File: config.mk
export PLATFORM = sky130hd
export DESIGN_NAME = debounced_two_button_bit_entry
export DESIGN_NICKNAME = d
export VERILOG_FILES = /design/src/rtl/dbe_pkg.sv /design/src/rtl/debounced_two_button_bit_entry.sv /design/src/rtl/dbe_button.sv
export SDC_FILE = /design/constraint.sdc
export NUM_CORES = 1
export LEC_CHECK = 0
export BUFFER_PORTS_ARGS = -buffer_cell sky130_fd_sc_hd__buf_2
export CORE_MARGIN = 2
export CORE_UTILIZATION = 46
export CTS_CLUSTER_DIAMETER = 100
export DETAILED_ROUTE_END_ITERATION = 12
export PLACE_DENSITY = 0.65
export SLEW_MARGIN = 5
export SYNTH_ARGS = -nofsm -noshare
export SYNTH_HDL_FRONTEND = slang
export SYNTH_SLANG_ARGS = --single-unit
File: constraint.sdc
create_clock -name clk -period 4.2 [get_ports clk]
set_input_delay 0.42 -clock clk [delete_from_list [all_inputs] [get_ports clk]]
set_output_delay 0.42 -clock clk [all_outputs]
set_load 0.02 [all_outputs]
File: src/rtl/dbe_pkg.sv
// Shared types, codes and constants for the debounced two-button bit entry block.
package dbe_pkg;

    // Width of the tick count registers and counters.
    localparam int unsigned CNT_W = 16;

    // Width to which the result index and word are widened before the output register keeps their low bits.
    localparam int unsigned MAX_WORD_BITS = 16;

    // Default word length in bits.
    localparam int unsigned WORD_BITS_DEFAULT = 4;

    // Configuration port geometry: three 16-bit registers on a 32-bit bus at byte offsets 0, 4 and 8.
    localparam int unsigned ADDR_W = 4;
    localparam int unsigned DATA_W = 32;

    // Register indexes, taken from paddr[3:2].
    localparam logic [1:0] REG_DEBOUNCE = 2'd0;
    localparam logic [1:0] REG_TIMEOUT  = 2'd1;
    localparam logic [1:0] REG_GAP      = 2'd2;

    // Register reset values.
    localparam logic [CNT_W-1:0] DEBOUNCE_RESET = 16'd5;
    localparam logic [CNT_W-1:0] TIMEOUT_RESET  = 16'd1000;
    localparam logic [CNT_W-1:0] GAP_RESET      = 16'd20;

    // Entry phase.
    typedef enum logic [1:0] {
        PH_SCAN = 2'd0,
        PH_REL0 = 2'd1,
        PH_REL1 = 2'd2,
        PH_GAP  = 2'd3
    } phase_t;

    // Event reported with each result.
    typedef enum logic [1:0] {
        EV_NONE    = 2'd0,
        EV_BIT     = 2'd1,
        EV_DONE    = 2'd2,
        EV_TIMEOUT = 2'd3
    } event_t;

    // Per-tick control for one button debouncer.
    typedef struct packed {
        logic advance;  // a sample transfer happens this cycle
        logic scan;     // the button is sampled on this tick
        logic clear;    // a new bit entry starts after this tick
    } btn_ctrl_t;

endpackage

File: src/rtl/debounced_two_button_bit_entry.sv
// Top level of the debounced two-button bit entry block.
//
// Each sample transfer is one 10 ms tick that carries the raw, active-low levels
// of two buttons, and it produces exactly one result transfer. While scanning,
// each button keeps a hold counter; a button held for debounce_ticks further
// ticks after its first pressed tick is qualified, button zero first. The block
// then waits for that button to be released, and the release enters a bit (0 for
// button zero, 1 for button one) into a WORD_BITS-bit word, least significant
// bit first. event_code reports 1 for an entered bit, 2 when the bit completes the
// word, 3 when a bit entry timed out (the word is cleared), and 0 otherwise.
// After every entered bit, gap_ticks ticks are ignored. Each bit entry may use
// timeout_ticks counted ticks; a timeout_ticks of zero makes every scanning tick
// report a timeout. The whole tick is evaluated in the cycle of its transfer and
// its result lands in a single output register, so one sample is taken every
// clock cycle; the only thing that holds the sample side back is a full result
// register whose transfer is stalled downstream. Registers are written through
// the APB-style port at byte offsets 0 (debounce_ticks), 4 (timeout_ticks) and
// 8 (gap_ticks) and should only be changed while no sample is in flight; a new
// value applies from the next tick.
module debounced_two_button_bit_entry
#(
    parameter int unsigned WORD_BITS = dbe_pkg::WORD_BITS_DEFAULT
)
(
    input  logic                       clk,
    input  logic                       rst_n,

    // Configuration port.
    input  logic                       psel,
    input  logic                       penable,
    input  logic                       pwrite,
    input  logic [dbe_pkg::ADDR_W-1:0] paddr,
    input  logic [dbe_pkg::DATA_W-1:0] pwdata,
    output logic [dbe_pkg::DATA_W-1:0] prdata,
    output logic                       pready,

    // Sample channel.
    input  logic                       sample_valid,
    output logic                       sample_stall,
    input  logic                       pin_zero_level,
    input  logic                       pin_one_level,

    // Result channel.
    output logic                       result_valid,
    input  logic                       result_stall,
    output logic [1:0]                 event_code,
    output logic                       entered_bit,
    output logic [1:0]                 bit_position,
    output logic [3:0]                 word_value
);
    import dbe_pkg::*;

    // The bit index needs at least one bit, even for a one-bit word.
    localparam int unsigned IDX_W  = (WORD_BITS > 1) ? $clog2(WORD_BITS) : 1;
    localparam int unsigned LAST_IDX = WORD_BITS - 1;

    // ------------------------------------------------------------------
    // Configuration registers
    // ------------------------------------------------------------------
    logic [CNT_W-1:0] debounce_reg;
    logic [CNT_W-1:0] timeout_reg;
    logic [CNT_W-1:0] gap_ticks_reg;
    logic             cfg_write;
    logic [1:0]       cfg_idx;

    assign pready    = 1'b1;
    assign cfg_idx   = paddr[3:2];
    assign cfg_write = psel && penable && pwrite && pready;

    always_ff @(posedge clk or negedge rst_n)
    begin
        if (!rst_n) begin
            debounce_reg  <= DEBOUNCE_RESET;
            timeout_reg   <= TIMEOUT_RESET;
            gap_ticks_reg <= GAP_RESET;
        end else if (cfg_write) begin
            case (cfg_idx)
                REG_DEBOUNCE: debounce_reg  <= pwdata[CNT_W-1:0];
                REG_TIMEOUT:  timeout_reg   <= pwdata[CNT_W-1:0];
                REG_GAP:      gap_ticks_reg <= pwdata[CNT_W-1:0];
                default:      ;
            endcase
        end
    end

    always_comb
    begin
        case (cfg_idx)
            REG_DEBOUNCE: prdata = DATA_W'(debounce_reg);
            REG_TIMEOUT:  prdata = DATA_W'(timeout_reg);
            REG_GAP:      prdata = DATA_W'(gap_ticks_reg);
            default:      prdata = '0;
        endcase
    end

    // ------------------------------------------------------------------
    // Handshakes
    // ------------------------------------------------------------------
    // The result register accepts a new result when it is empty or when its
    // current result is transferred in this same cycle.
    logic result_valid_reg;
    logic advance;

    assign sample_stall = result_valid_reg && result_stall;
    assign advance      = sample_valid && !sample_stall;

    // ------------------------------------------------------------------
    // Entry state
    // ------------------------------------------------------------------
    phase_t               phase_reg;
    phase_t               phase_next;
    logic [CNT_W-1:0]     wait_reg;
    logic [CNT_W-1:0]     wait_next;
    logic [CNT_W-1:0]     gap_cnt_reg;
    logic [CNT_W-1:0]     gap_cnt_next;
    logic [IDX_W-1:0]     idx_reg;
    logic [IDX_W-1:0]     idx_next;
    logic [WORD_BITS-1:0] word_reg;
    logic [WORD_BITS-1:0] word_next;

    // Tick decisions shared by the next-state and result logic.
    logic                 q0;
    logic                 q1;
    logic [CNT_W:0]       wait_inc;
    logic                 to_start;
    logic                 to_late;
    logic                 rel_level;
    logic                 scan_to;
    logic                 ev_timeout;
    logic                 ev_accept;
    logic                 acc_bit;
    logic                 word_done;
    logic                 gap_left;
    logic [CNT_W-1:0]     gap_dec;
    logic [WORD_BITS-1:0] word_acc;

    assign wait_inc  = {1'b0, wait_reg} + 1'b1;
    assign to_start  = wait_reg >= timeout_reg;
    assign to_late   = wait_inc >= {1'b0, timeout_reg};
    assign rel_level = (phase_reg == PH_REL0) ? pin_zero_level : pin_one_level;

    // A scanning tick times out either before sampling, or after counting a
    // tick on which neither button qualified.
    assign scan_to = to_start || (!q0 && !q1 && to_late);

    always_comb
    begin
        ev_timeout = 1'b0;
        ev_accept  = 1'b0;
        case (phase_reg)
            PH_SCAN:          ev_timeout = scan_to;
            PH_REL0, PH_REL1:
            begin
                ev_timeout = to_late;
                ev_accept  = !to_late && rel_level;
            end
            default:          ;
        endcase
    end

    assign acc_bit   = (phase_reg == PH_REL1);
    assign word_done = ({1'b0, idx_reg} == (IDX_W + 1)'(LAST_IDX));
    assign word_acc  = word_reg | (WORD_BITS'(acc_bit) << idx_reg);
    assign gap_dec   = (gap_cnt_reg != '0) ? gap_cnt_reg - 1'b1 : gap_cnt_reg;
    assign gap_left  = (gap_dec != '0);

    // Button debouncers. Button one is only sampled when button zero does not
    // qualify, and a new entry clears both.
    btn_ctrl_t btn0_ctrl;
    btn_ctrl_t btn1_ctrl;

    assign btn0_ctrl.advance = advance;
    assign btn0_ctrl.scan    = (phase_reg == PH_SCAN) && !to_start;
    assign btn0_ctrl.clear   = ev_timeout || ev_accept;
    assign btn1_ctrl.advance = advance;
    assign btn1_ctrl.scan    = (phase_reg == PH_SCAN) && !to_start && !q0;
    assign btn1_ctrl.clear   = ev_timeout || ev_accept;

    dbe_button u_btn0
    (
        .clk            (clk),
        .rst_n          (rst_n),
        .ctrl           (btn0_ctrl),
        .level          (pin_zero_level),
        .debounce_ticks (debounce_reg),
        .qualify        (q0)
    );

    dbe_button u_btn1
    (
        .clk            (clk),
        .rst_n          (rst_n),
        .ctrl           (btn1_ctrl),
        .level          (pin_one_level),
        .debounce_ticks (debounce_reg),
        .qualify        (q1)
    );

    // Next phase.
    always_comb
    begin
        phase_next = phase_reg;
        case (phase_reg)
            PH_SCAN:
            begin
                if (scan_to) begin
                    phase_next = PH_SCAN;
                end else if (q0) begin
                    phase_next = PH_REL0;
                end else if (q1) begin
                    phase_next = PH_REL1;
                end
            end
            PH_REL0, PH_REL1:
            begin
                if (ev_timeout) begin
                    phase_next = PH_SCAN;
                end else if (ev_accept) begin
                    phase_next = (gap_ticks_reg == '0) ? PH_SCAN : PH_GAP;
                end
            end
            PH_GAP:
            begin
                if (!gap_left) begin
                    phase_next = PH_SCAN;
                end
            end
            default: phase_next = PH_SCAN;
        endcase
    end

    // Counters, word and the result of this tick.
    event_t           ev;
    logic             res_bit;
    logic [IDX_W-1:0] res_idx;
    logic [WORD_BITS-1:0] res_word;

    always_comb
    begin
        wait_next    = wait_reg;
        gap_cnt_next = gap_cnt_reg;
        idx_next     = idx_reg;
        word_next    = word_reg;
        ev           = EV_NONE;
        res_bit      = 1'b0;
        res_idx      = idx_reg;
        res_word     = word_reg;

        if (ev_timeout) begin
            wait_next = '0;
            idx_next  = '0;
            word_next = '0;
            ev        = EV_TIMEOUT;
            res_word  = '0;
        end else if (ev_accept) begin
            wait_next    = '0;
            gap_cnt_next = gap_ticks_reg;
            ev           = word_done ? EV_DONE : EV_BIT;
            res_bit      = acc_bit;
            res_word     = word_acc;
            if (word_done) begin
                idx_next  = '0;
                word_next = '0;
            end else begin
                idx_next  = idx_reg + 1'b1;
                word_next = word_acc;
            end
        end else begin
            case (phase_reg)
                PH_GAP:           gap_cnt_next = gap_dec;
                PH_SCAN:
                begin
                    // Ticks that qualify a press are not counted.
                    if (!q0 && !q1) begin
                        wait_next = wait_inc[CNT_W-1:0];
                    end
                end
                PH_REL0, PH_REL1: wait_next = wait_inc[CNT_W-1:0];
                default:          ;
            endcase
        end
    end

    always_ff @(posedge clk or negedge rst_n)
    begin
        if (!rst_n) begin
            phase_reg   <= PH_SCAN;
            wait_reg    <= '0;
            gap_cnt_reg <= '0;
            idx_reg     <= '0;
            word_reg    <= '0;
        end else if (advance) begin
            phase_reg   <= phase_next;
            wait_reg    <= wait_next;
            gap_cnt_reg <= gap_cnt_next;
            idx_reg     <= idx_next;
            word_reg    <= word_next;
        end
    end

    // ------------------------------------------------------------------
    // Result register
    // ------------------------------------------------------------------
    logic [MAX_WORD_BITS-1:0] res_idx_wide;
    logic [MAX_WORD_BITS-1:0] res_word_wide;
    logic [1:0]               event_code_reg;
    logic                     entered_bit_reg;
    logic [1:0]               bit_position_reg;
    logic [3:0]               word_value_reg;

    assign res_idx_wide  = MAX_WORD_BITS'(res_idx);
    assign res_word_wide = MAX_WORD_BITS'(res_word);

    always_ff @(posedge clk or negedge rst_n)
    begin
        if (!rst_n) begin
            result_valid_reg <= 1'b0;
        end else if (advance) begin
            result_valid_reg <= 1'b1;
        end else if (!result_stall) begin
            result_valid_reg <= 1'b0;
        end
    end

    always_ff @(posedge clk)
    begin
        if (advance) begin
            event_code_reg   <= ev;
            entered_bit_reg  <= res_bit;
            bit_position_reg <= res_idx_wide[1:0];
            word_value_reg   <= res_word_wide[3:0];
        end
    end

    assign result_valid = result_valid_reg;
    assign event_code   = event_code_reg;
    assign entered_bit  = entered_bit_reg;
    assign bit_position = bit_position_reg;
    assign word_value   = word_value_reg;

endmodule

File: src/rtl/dbe_button.sv
// Hold counter and held flag of one button, with the press qualification.
module dbe_button
(
    input  logic                      clk,
    input  logic                      rst_n,
    input  dbe_pkg::btn_ctrl_t        ctrl,
    input  logic                      level,
    input  logic [dbe_pkg::CNT_W-1:0] debounce_ticks,
    output logic                      qualify
);
    import dbe_pkg::*;

    logic             held_reg;
    logic             held_next;
    logic [CNT_W-1:0] hold_reg;
    logic [CNT_W-1:0] hold_next;
    logic [CNT_W-1:0] hold_inc;

    // The counter saturates at its largest value.
    assign hold_inc = (hold_reg != {CNT_W{1'b1}}) ? hold_reg + 1'b1 : hold_reg;

    // A press qualifies once it has been held long enough after its first pressed tick.
    assign qualify = !level && held_reg && (hold_inc >= debounce_ticks);

    always_comb
    begin
        held_next = held_reg;
        hold_next = hold_reg;
        if (ctrl.advance) begin
            if (ctrl.clear) begin
                held_next = 1'b0;
                hold_next = '0;
            end else if (ctrl.scan) begin
                if (level) begin
                    held_next = 1'b0;
                    hold_next = '0;
                end else if (!held_reg) begin
                    held_next = 1'b1;
                    hold_next = '0;
                end else begin
                    hold_next = hold_inc;
                end
            end
        end
    end

    always_ff @(posedge clk or negedge rst_n)
    begin
        if (!rst_n) begin
            held_reg <= 1'b0;
            hold_reg <= '0;
        end else begin
            held_reg <= held_next;
            hold_reg <= hold_next;
        end
    end

endmodule
**Word-level counts from Yosys, hierarchy flattened**

Index checks and enable logic that the tools add are counted.

- Logic and storage cells: 132
- Flip-flop bits (word level): 132
- Output and inout bits: 44
- Input port bits: 45

- Bitwise operators: 3
- Add/sub/neg operators: 5
- Magnitude comparators: 4
- Eq/ne operators: 13
- Multiplexer cells: 46
- Reduce and logical (&&, ||, !) cells: 43
- Shift operators: 1

Operators by type and width:

| cell | number |
|---|---|
| $mux 16 | 16 |
| $ge 16x16->1 | 3 |
| $pmux 16 s3 | 1 |
| $add 16x1->16 const B | 2 |
| $ne 16x16->1 const B | 2 |
| $pmux 16 s2 | 1 |
| $reduce_bool 16->1 | 2 |
| $mux 2 | 12 |
| $add 16x1->17 const B | 1 |
| $ge 17x16->1 | 1 |
| $logic_not 16->1 | 1 |
| $mux 4 | 4 |
| $sub 16x1->16 const B | 1 |
| $logic_and 1x1->1 | 13 |
| $reduce_and 2->1 | 6 |
| $mux 1 | 10 |
| $eq 2x2->1 const B | 4 |
| $ne 4x4->1 const B | 2 |
| $reduce_bool 2->1 | 4 |
| $logic_not 1->1 | 7 |
| $pmux 2 s3 | 1 |
| $reduce_and 3->1 | 2 |
| $eq 2x1->1 const B | 2 |
| $logic_not 2->1 | 2 |
| 12 further kinds | 15 |

**Depth between registers and ports, before layout**

Gate-level depths: netlist (run 1).

- Depth after elaboration: 12
- Gate-level depth with buffers: 20
- Gate-level depth less buffers: 16

**Cells and area by module**

A second synthesis (run 1) with hierarchy kept.

- Cells, all modules: 1028
- Area total of the unflattened synthesis: 9571.7 um^2

By module, submodules not included:

| module | instances | area an instance (um^2) | cells an instance | sequential area each (um^2) |
|---|---|---|---|---|
| debounced_two_button_bit_entry | 1 | 6291.0 | 626 | 2509.9 |
| dbe_button | 2 | 1640.3 | 201 | 425.4 |

**Worst setup path before layout (run 1)**

Ideal clock, no wire load.

- Path kind: reg-to-reg
- From: register u_btn1.hold_reg[0]
- To: register u_btn1.held_reg
- Cell stages (with the launch flop): 19
- Arrival: 4.112 ns
- Path slack: -0.033 ns
- Data required time: 4.080 ns
- Clock period less this slack: 4.233 ns
- Library setup time: 0.120 ns
- Path buffers: 3
- Path through: dfrtp_1 -> ha_1 -> and2_1 -> clkbuf_1 -> nand4_1 -> and2_1 -> clkbuf_1 -> nand4_1 -> xnor2_1 -> ha_1 -> a21oi_1 -> o21ai_0 -> a221oi_1 -> nand3_1 -> or4b_1 -> nand2_1 -> buf_4 -> nor3_1 -> a31o_2

- Longest elaborated chain between the ends: 12
- Elaborated cells between the ends (all ways): 14
- Those cells by class: add/sub (1); order compare (1); eq/ne (1); mux (3); reduce/logical (8)

Ends and longest elaborated chain:

| what | line | text |
|---|---|---|
| start, declared | dbe_button.sv:15 | `logic [CNT_W-1:0] hold_reg;` |
| start signal, assigned | dbe_button.sv:54 | `hold_reg <= hold_next;` |
| $add 16x1->16 or $ne 16x16->1 (tied branches) | dbe_button.sv:20 | `assign hold_inc = (hold_reg != {CNT_W{1'b1}}) ? hold_reg + 1'b1 : hold_reg;` |
| $mux 16 (*) | dbe_button.sv:20 |  |
| $ge 16x16->1 (*) | dbe_button.sv:23 | `assign qualify = !level && held_reg && (hold_inc >= debounce_ticks);` |
| $logic_and 1x1->1 (*) | dbe_button.sv:23 |  |
| $logic_not 1->1 (*) | debounced_two_button_bit_entry.sv:144 | `assign scan_to = to_start \|\| (!q0 && !q1 && to_late);` |
| $logic_and 1x1->1 (*) (2 in series) | debounced_two_button_bit_entry.sv:144 |  |
| $logic_or 1x1->1 (*) | debounced_two_button_bit_entry.sv:144 |  |
| $pmux 1 s2 (*) | debounced_two_button_bit_entry.sv:150 | `case (phase_reg)` |
| $logic_or 1x1->1 (*) | debounced_two_button_bit_entry.sv:177 | `assign btn1_ctrl.clear = ev_timeout \|\| ev_accept;` |
| $reduce_bool 2->1 (no source line) | - |  |
| $reduce_and 2->1 (no source line) | - |  |
| end signal, assigned | dbe_button.sv:53 | `held_reg <= held_next;` |
| end, declared | dbe_button.sv:13 | `logic held_reg;` |

Mark *: on every way between the ends. The rest lies on a longest branch, timed or not.
A chain may end at the register's enable or synchronous reset.

**Worst setup path in the final report (run 1)**

- From: register u_btn1.hold_reg[7]
- To: register u_btn1.hold_reg[8]

- Longest elaborated chain between the ends: 12
- Elaborated cells between the ends (all ways): 17
- Those cells by class: add/sub (1); order compare (1); eq/ne (1); mux (6); reduce/logical (8)

Ends and longest elaborated chain:

| what | line |
|---|---|
| $add 16x1->16 or $ne 16x16->1 (tied branches) | dbe_button.sv:20 |
| $mux 16 (*) | dbe_button.sv:20 |
| $ge 16x16->1 | dbe_button.sv:23 |
| $logic_and 1x1->1 | dbe_button.sv:23 |
| $logic_not 1->1 | debounced_two_button_bit_entry.sv:144 |
| $logic_and 1x1->1 (2 in series) | debounced_two_button_bit_entry.sv:144 |
| $logic_or 1x1->1 | debounced_two_button_bit_entry.sv:144 |
| $pmux 1 s2 | debounced_two_button_bit_entry.sv:150 |
| $logic_or 1x1->1 | debounced_two_button_bit_entry.sv:177 |
| $reduce_bool 2->1 (no source line) | - |
| $reduce_and 2->1 (no source line) | - |

Mark *: on every way between the ends. The rest lies on a longest branch, timed or not. The select of a mux whose other input is x is not followed.

==> summary.md, run 1 <==
| Metric | Value |
|---|---|
| Switch share | `0.391` |
| Via count | `8195` |
| Core box area | `19500 sq um` |
| Crit start category | `register` |
| Sequential power share | `0.309` |
| Post-synth EDFFs | `9` |
| Max-slew violation count | `0` |
| Chip Width | `146 um` |
| Clock Power Share | `0.280` |
| Routing usage on met3 | `0.0599` |
| VDD IR max | `0.000268 V` |
| Site Rows | `51` |
| Diodes inserted | `0` |
| Syn_area_per_cell | `9.00 sq um` |
| Sequential element share of the synthesized area | `0.365` |
| Worst slew pin tran | `0.954 ns` |
| Hold bufs inserted after CTS | `0` |
| Initial DRT Pass Iterations | `5` |
| Required @ worst endpoint | `4.51 ns` |
| Met1 Use GR | `0.334` |
| Yosys warns | `0` |
| CTS clk-pin slew, worst paths | `0.06 ns` |
| Busiest grt layer | `met2` |
| Num CTS Buffers | `17` |
| Most frequent cells in the layout | `113 x dfrtp_1, 102 x nand2_1, 89 x buf_4` |
| CTS Sinks | `132` |
| Slew HR | `0.363` |
| Global-route wire length before repair | `41000 um` |
| Hpwl dp | `19200 um` |
| Post-route antenna net violation count | `0` |
| DR iter-0 viols | `479` |
| Pwr Density | `542 nW/um^2` |
| RD Place Congestion | `0.891` |
| Final hold violation count | `0` |
| NumNets Final | `1273` |
| Largest net degree at the start of global routing | `68` |
| Worst-path fanout max | `7` |
| Chip Height | `146 um` |
| Pint | `3740 uW` |
| Mapped Cells | `1024` |
| Routed len/inst | `18.2 um` |
| Tmin final | `4.03 ns` |
| Max Clock Skew | `0.00697 ns` |
| Outcome | `finished clean` |
| Starting Density | `0.472` |
| Net load switching power | `2400 uW` |
| Clock Path Buffers | `2` |
| Hold WC Path Type | `primary input to async pin` |
| DRC | `0` |
| Number of global-route vias before repair | `7685` |
| Vias per cell | `5.73` |
| Share of layout cells above drive strength 1 | `0.253` |
| Multi-input combinational cell area | `5600 sq um` |
| Critical path type | `register to register` |
| GR Layer Usage met2 | `0.383` |
| Fin crit share | `0.959` |
| Sequential cell area | `3360 sq um` |
| CTS tree | `built` |
| FF+latch count, synth | `132` |
| Post-synth cell types | `81` |
| Die area | `21200 sq um` |
| Initial antenna violation count | `2` |
| IO Count | `89` |
| Synth top area cells | `dfrtp_1 31%, ha_1 10%, mux2_2 4.6%` |
| Dpl cells | `1386` |
| Clock latency on the worst-skew pair | `0.43 ns` |
| All-Layer GR Usage | `0.244` |
| Total routed wirelength | `26100 um` |
| CTS H-tree depth | `4` |
| Overflow after GRT | `0` |
| Layout Area Growth over Synthesis | `23.0%` |
| Root buffer cell | `clkbuf_16` |
| Final cell count without fillers | `1430` |
| Leakage | `0.00522 uW` |
| Most common cell after layout, fill and taps aside | `dfrtp_1` |
| Leading area contributor after synthesis | `dfrtp_1` |
| Async S/R FF share, synth | `0.932` |
| Top cell type's share of synthesized area | `0.307` |
| CP endpoint kind | `register` |
| Final worst slack | `0.173 ns` |
| CP arrival | `4.34 ns` |
| Logic gate share of total power | `0.411` |
| Mapped cell area | `9210 sq um` |
| Maxcap violations | `0` |
| Finish-stage setup viols | `0` |
| Layout fillers | `1720` |
| Main synth FF type | `dfrtp_1` |
| PortBufs | `53` |
| Setup WS pre-CTS | `-0.0251 ns` |
| Achievable Freq | `0.248 GHz` |
cell type report:
cell class | count | area share
Multi-Input combinational cell | 788 | 0.494
Timing Repair Buffer | 152 | 0.100
Clock buffer | 19 | 0.0391
Inverter | 61 | 0.0202
Tap cell | 265 | 0.0293
Clock inverter | 13 | 0.0200
Sequential cell | 132 | 0.297
cells in the mapped netlist, types with 21 or more instances:
library cell / instances
xnor2_1: 27
nand2_1: 105
nand4_1: 23
ha_1: 76
mux2i_1: 21
inv_1: 61
and3_1: 23
mux2_2: 38
nand3_1: 52
nor2_1: 47
a21oi_1: 67
o21ai_0: 80
dfrtp_1: 113
clkbuf_1: 28
critical path: stages (launching register included):
cell,delay (ns)
dfrtp_1,0.35
and4_4,0.24
buf_4,0.12
and3_4,0.19
and4_4,0.23
nand2_2,0.06
nor2_2,0.13
nand3_1,0.10
o21a_1,0.14
ha_1,0.27
nand3b_1,0.18
nor2_2,0.07
a221oi_2,0.32
nand3_4,0.16
buf_6,0.15
nor4b_4,0.28
buf_4,0.21
o31ai_4,0.11
clkbuf_16,0.23
a221o_1,0.34
logic make-up after synthesis:
group	count (synthesis)	synth area share
other	2	0.000815
and+or+nand+nor	343	0.194
xor gates and xnor gates	34	0.0323
DFF	132	0.365
muxes	59	0.0693
adders and majority gates	76	0.103
buffers and inverters	119	0.0573
AOI/OAI and AO/OA	259	0.178
power groups by stage:
stage / clock [uW] / combinational [uW] / sequential (uW)
finish: 1720 / 2520 / 1900
global route: 1790 / 2780 / 1930
CTS: 1740 / 2380 / 1890
detailed placement: 0 / 2370 / 1910
global placement: 0 / 2330 / 1900
floorplan: 0 / 1610 / 1840
what timing repair did:
action,CTS,global route
resized for setup,2,47
buffers inserted,0,9
endpoints found under the setup margin,21,81
pin swaps,1,16
cloned,0,3
stage by stage:
step | power (uW) | TNS (ns) | instance area (sq um) | util | hold WS [ns]
after floorplan | 3450 | 0 | 9270 | - | 0.124
after global placement | 4220 | 0 | 10300 | 0.527 | 0.474
after detailed placement | 4280 | -0.0743 | 10300 | 0.527 | 0.494
after CTS | 6010 | 0 | 11000 | 0.562 | 0.113
after global routing | 6500 | -0.257 | 11300 | 0.580 | 0.144
final | 6140 | 0 | 11300 | 0.580 | 0.0781
metal layers:
metal / part of all wire / vias to the layer above
met4: 0.019 / 2
li1: - / 3967
met5: 0.00042 / -
met2: 0.45 / 274
met3: 0.069 / 46
met1: 0.46 / 3906
worst paths after layout:
check	startpoint	to	slack, ns	depth (start not counted)
setup / recovery	u_btn1.hold_reg[7]$_DFFE_PN0P_	u_btn1.hold_reg[8]$_DFFE_PN0P_	0.17	19
hold / removal	rst_n	u_btn0.hold_reg[7]$_DFFE_PN0P_	0.08	1
setup reg to reg	u_btn1.hold_reg[7]$_DFFE_PN0P_	u_btn1.hold_reg[8]$_DFFE_PN0P_	0.17	19
hold reg to reg	u_btn0.held_reg$_DFFE_PN0P_	u_btn0.held_reg$_DFFE_PN0P_	0.50	2
max in group asynchronous	rst_n	timeout_reg[8]$_DFFE_PN1P_	3.25	2
min in group clk	sample_valid	result_valid$_DFFE_PN0P_	0.20	2
(Power assumes the default switching activity.)
==> run 2: changes to the inputs <==
Settings changed: CAP_MARGIN set to 40, SETUP_SLACK_MARGIN set to 0.5.
==> run 2 against run 1 <==
Sequential power barely moved. Clock-buffer cell count rose by 8. Fmax fell by 2.5%. Design area rose by 4.3%. Clock power fell by 21%. Global-route usage rose by 1.9 points. Setup slack got worse by 0.10 ns. Total power barely moved. Clock skew rose by 0.0045 ns. First-iteration DRC count rose by 79%.
==> summary.md, run 2 (same netlist as run 1, synthesis figures left out) <==
| Metric | Value |
|---|---|
| CTS tree | `built (unchanged)` |
| Routed len/inst | `19.9 um (was 18.2 um)` |
| Overflow after GRT | `0 (unchanged)` |
| Metal-1 WL | `12800 um (was 11900 um)` |
| DRC | `0 (unchanged)` |
| Initial antenna violation count | `0 (was 2)` |
| CTS H-tree depth | `4 (unchanged)` |
| PortBufs | `53 (unchanged)` |
| FF-to-FF End | `u_btn0.hold_reg[10]$_DFFE_PN0P_ (was u_btn1.hold_reg[8]$_DFFE_PN0P_)` |
| CP arrival | `4.44 ns (was 4.34 ns)` |
| IO Count | `89 (unchanged)` |
| Largest net degree at the start of global routing | `57 (was 68)` |
| Post-route antenna net violation count | `0 (unchanged)` |
| Most frequent cells in the layout | `111 x dfrtp_1, 98 x nand2_1, 80 x buf_4 (was 113 x dfrtp_1, 102 x nand2_1, 89 x buf_4)` |
| Max incr delay on CP | `0.61 ns (was 0.35 ns)` |
| Chip Width | `146 um (unchanged)` |
| Top sig layer | `met4 (was met5)` |
| Fin crit share | `0.983 (was 0.959)` |
| Clock latency on the worst-skew pair | `0.42 ns (was 0.43 ns)` |
| Reg-to-reg setup timing slack | `0.07 ns (was 0.17 ns)` |
| Starting Density | `0.472 (unchanged)` |
| Leakage | `0.00539 uW (was 0.00522 uW)` |
| Required @ worst endpoint | `4.51 ns (about the same)` |
| Die area | `21200 sq um (unchanged)` |
| VDD IR max | `0.000273 V (was 0.000268 V)` |
| Total routed wirelength | `29000 um (was 26100 um)` |
| Max-slew violation count | `0 (unchanged)` |
| Finish-stage setup viols | `0 (unchanged)` |
| Global-route wire length before repair | `44200 um (was 41000 um)` |
| WHS | `0.0466 ns (was 0.0781 ns)` |
| Layout Area Growth over Synthesis | `28.2% (was 23.0%)` |
| Tmin final | `4.13 ns (was 4.03 ns)` |
| Final worst slack | `0.0702 ns (was 0.173 ns)` |
| Dpl cells | `1347 (was 1386)` |
| Outcome | `finished clean (unchanged)` |
| Max Clock Skew | `0.0115 ns (was 0.00697 ns)` |
| Core box area | `19500 sq um (unchanged)` |
| Cell Area, Placed | `10100 sq um (was 10300 sq um)` |
| CTS Sinks | `132 (unchanged)` |
| RSZ-0062 raised after global routing | `yes` |
| Hpwl dp | `19000 um (was 19200 um)` |
| Pwr Density | `520 nW/um^2 (was 542 nW/um^2)` |
| Hold bufs inserted after CTS | `0 (unchanged)` |
| Number of global-route vias before repair | `8175 (was 7685)` |
| Hold WC Path Type | `primary input to async pin (unchanged)` |
| Final hold violation count | `0 (unchanged)` |
| Fin area | `11800 sq um (was 11300 sq um)` |
| Crit path cell chain | `and4_4, and4_4, nand4_1, and2_4, nand4_1, xnor2_2, ha_1, a21oi_2, o21ai_2, a221oi_2, nand3_2, buf_6, or4b_4, a31o_4, and2_1, a41o_1 (was and4_4, buf_4, and3_4, and4_4, nand2_2, nor2_2, nand3_1, o21a_1, ha_1, nand3b_1, nor2_2, a221oi_2, nand3_4, buf_6, nor4b_4, buf_4, o31ai_4, clkbuf_16, a221o_1)` |
| Site Rows | `51 (unchanged)` |
| Clock Path Buffers | `2 (unchanged)` |
| Metal2 WL | `13500 um (was 11800 um)` |
| Most common cell after layout, fill and taps aside | `dfrtp_1 (unchanged)` |
| Final cell count without fillers | `1455 (was 1430)` |
| Critical path type | `register to register (unchanged)` |
| Worst path bufs/invs | `1 (was 4)` |
| Initial DRT Pass Iterations | `5 (unchanged)` |
| Worst Reg-to-Reg Cells | `16 (was 19)` |
| CP endpoint kind | `register (unchanged)` |
| Worst r2r src | `u_btn1.hold_reg[5]$_DFFE_PN0P_ (was u_btn1.hold_reg[7]$_DFFE_PN0P_)` |
| Chip Height | `146 um (unchanged)` |
| Vias per cell | `5.94 (was 5.73)` |
| Diodes inserted | `0 (unchanged)` |
| Worst slew pin tran | `0.957 ns (was 0.954 ns)` |
| Routed wl met3 | `1900 um (was 1810 um)` |
| Achievable Freq | `0.242 GHz (was 0.248 GHz)` |
| CP top delay family | `simple AND/OR/NAND/NOR gates (unchanged)` |
| Slew HR | `0.359 (was 0.363)` |
| RD Place Congestion | `0.902 (was 0.891)` |
| All-Layer GR Usage | `0.262 (was 0.244)` |
| Share of layout cells above drive strength 1 | `0.299 (was 0.253)` |
| Pwr Total | `6140 uW (about the same)` |
| DR iter-0 viols | `858 (was 479)` |
| CTS clk-pin slew, worst paths | `0.06 ns (about the same)` |
| Worst-path fanout max | `7 (unchanged)` |
| Crit start category | `register (unchanged)` |
| Num CTS Buffers | `17 (unchanged)` |
| Root buffer cell | `clkbuf_16 (unchanged)` |
| NumNets Final | `1298 (was 1273)` |
| Via count | `8641 (was 8195)` |
| Maxcap violations | `0 (unchanged)` |
| Critical path's slowest cell | `or4b_4 (was dfrtp_1)` |
| Setup WS pre-CTS | `-0.00216 ns (was -0.0251 ns)` |
run 2: cell types whose count changed in the layout (fill, tap and decap cells not counted), sizes merged:
cell,before,now
buf,149,175
bufinv,6,0
clkbuf,22,29
clkinv,5,4
clkinvlp,0,1
inv,63,61
run 2: timing repair:
action / CTS / global route
pin swaps: 37 / 19
gates cloned: 2 / 2
setup buffers: 59 / 13
resized for setup: 100 / 31
setup endpoints to repair: 81 / 81
run 2: area by class of cell:
class / instances / area, sq um
Clock inverter: 5 / 27.5
Multi-Input combinational cell: 788 / 5880
Tap cell: 265 / 332
Sequential cell: 132 / 3360
Clock buffer: 27 / 493
Inverter: 61 / 229
Timing Repair Buffer: 177 / 1490
Fill cell: 1616 / 7710
run 2: per-layer routing:
metal	vias up	global-route usage
li1	4016	-
met1	4187	0.359
met2	381	0.424
met3	57	0.0451
met4	0	0.0887
met5	-	0
run 2: through the flow:
step	util	setup TNS, ns
after global placement	0.515	0
final	0.605	0
after CTS	0.590	0
after detailed placement	0.515	-0.00216
after global routing	0.605	-0.0385
after floorplan	-	0
run 2: worst max path at each step:
stage | cells past startpoint | start | slack [ns] | end
after CTS | 15 | u_btn1.hold_reg[7]$_DFFE_PN0P_ | 0.29 | u_btn0.hold_reg[1]$_DFFE_PN0P_
after detailed placement | 13 | wait_reg[0]$_DFFE_PN0P_ | -0.002 | wait_reg[0]$_DFFE_PN0P_
after global routing | 16 | u_btn1.hold_reg[6]$_DFFE_PN0P_ | -0.02 | u_btn0.hold_reg[10]$_DFFE_PN0P_
after floorplan | 19 | u_btn1.hold_reg[0]$_DFFE_PN0P_ | 0.33 | u_btn0.hold_reg[15]$_DFFE_PN0P_
after global placement | 13 | wait_reg[0]$_DFFE_PN0P_ | 0.05 | wait_reg[0]$_DFFE_PN0P_
final | 16 | u_btn1.hold_reg[5]$_DFFE_PN0P_ | 0.07 | u_btn0.hold_reg[10]$_DFFE_PN0P_
run 2: power by group:
group / switching (uW) / internal, uW / total [uW]
Clock: 561 / 798 / 1360
Sequential: 309 / 1600 / 1910
Combinational: 1650 / 1220 / 2870
Total: 2520 / 3620 / 6140
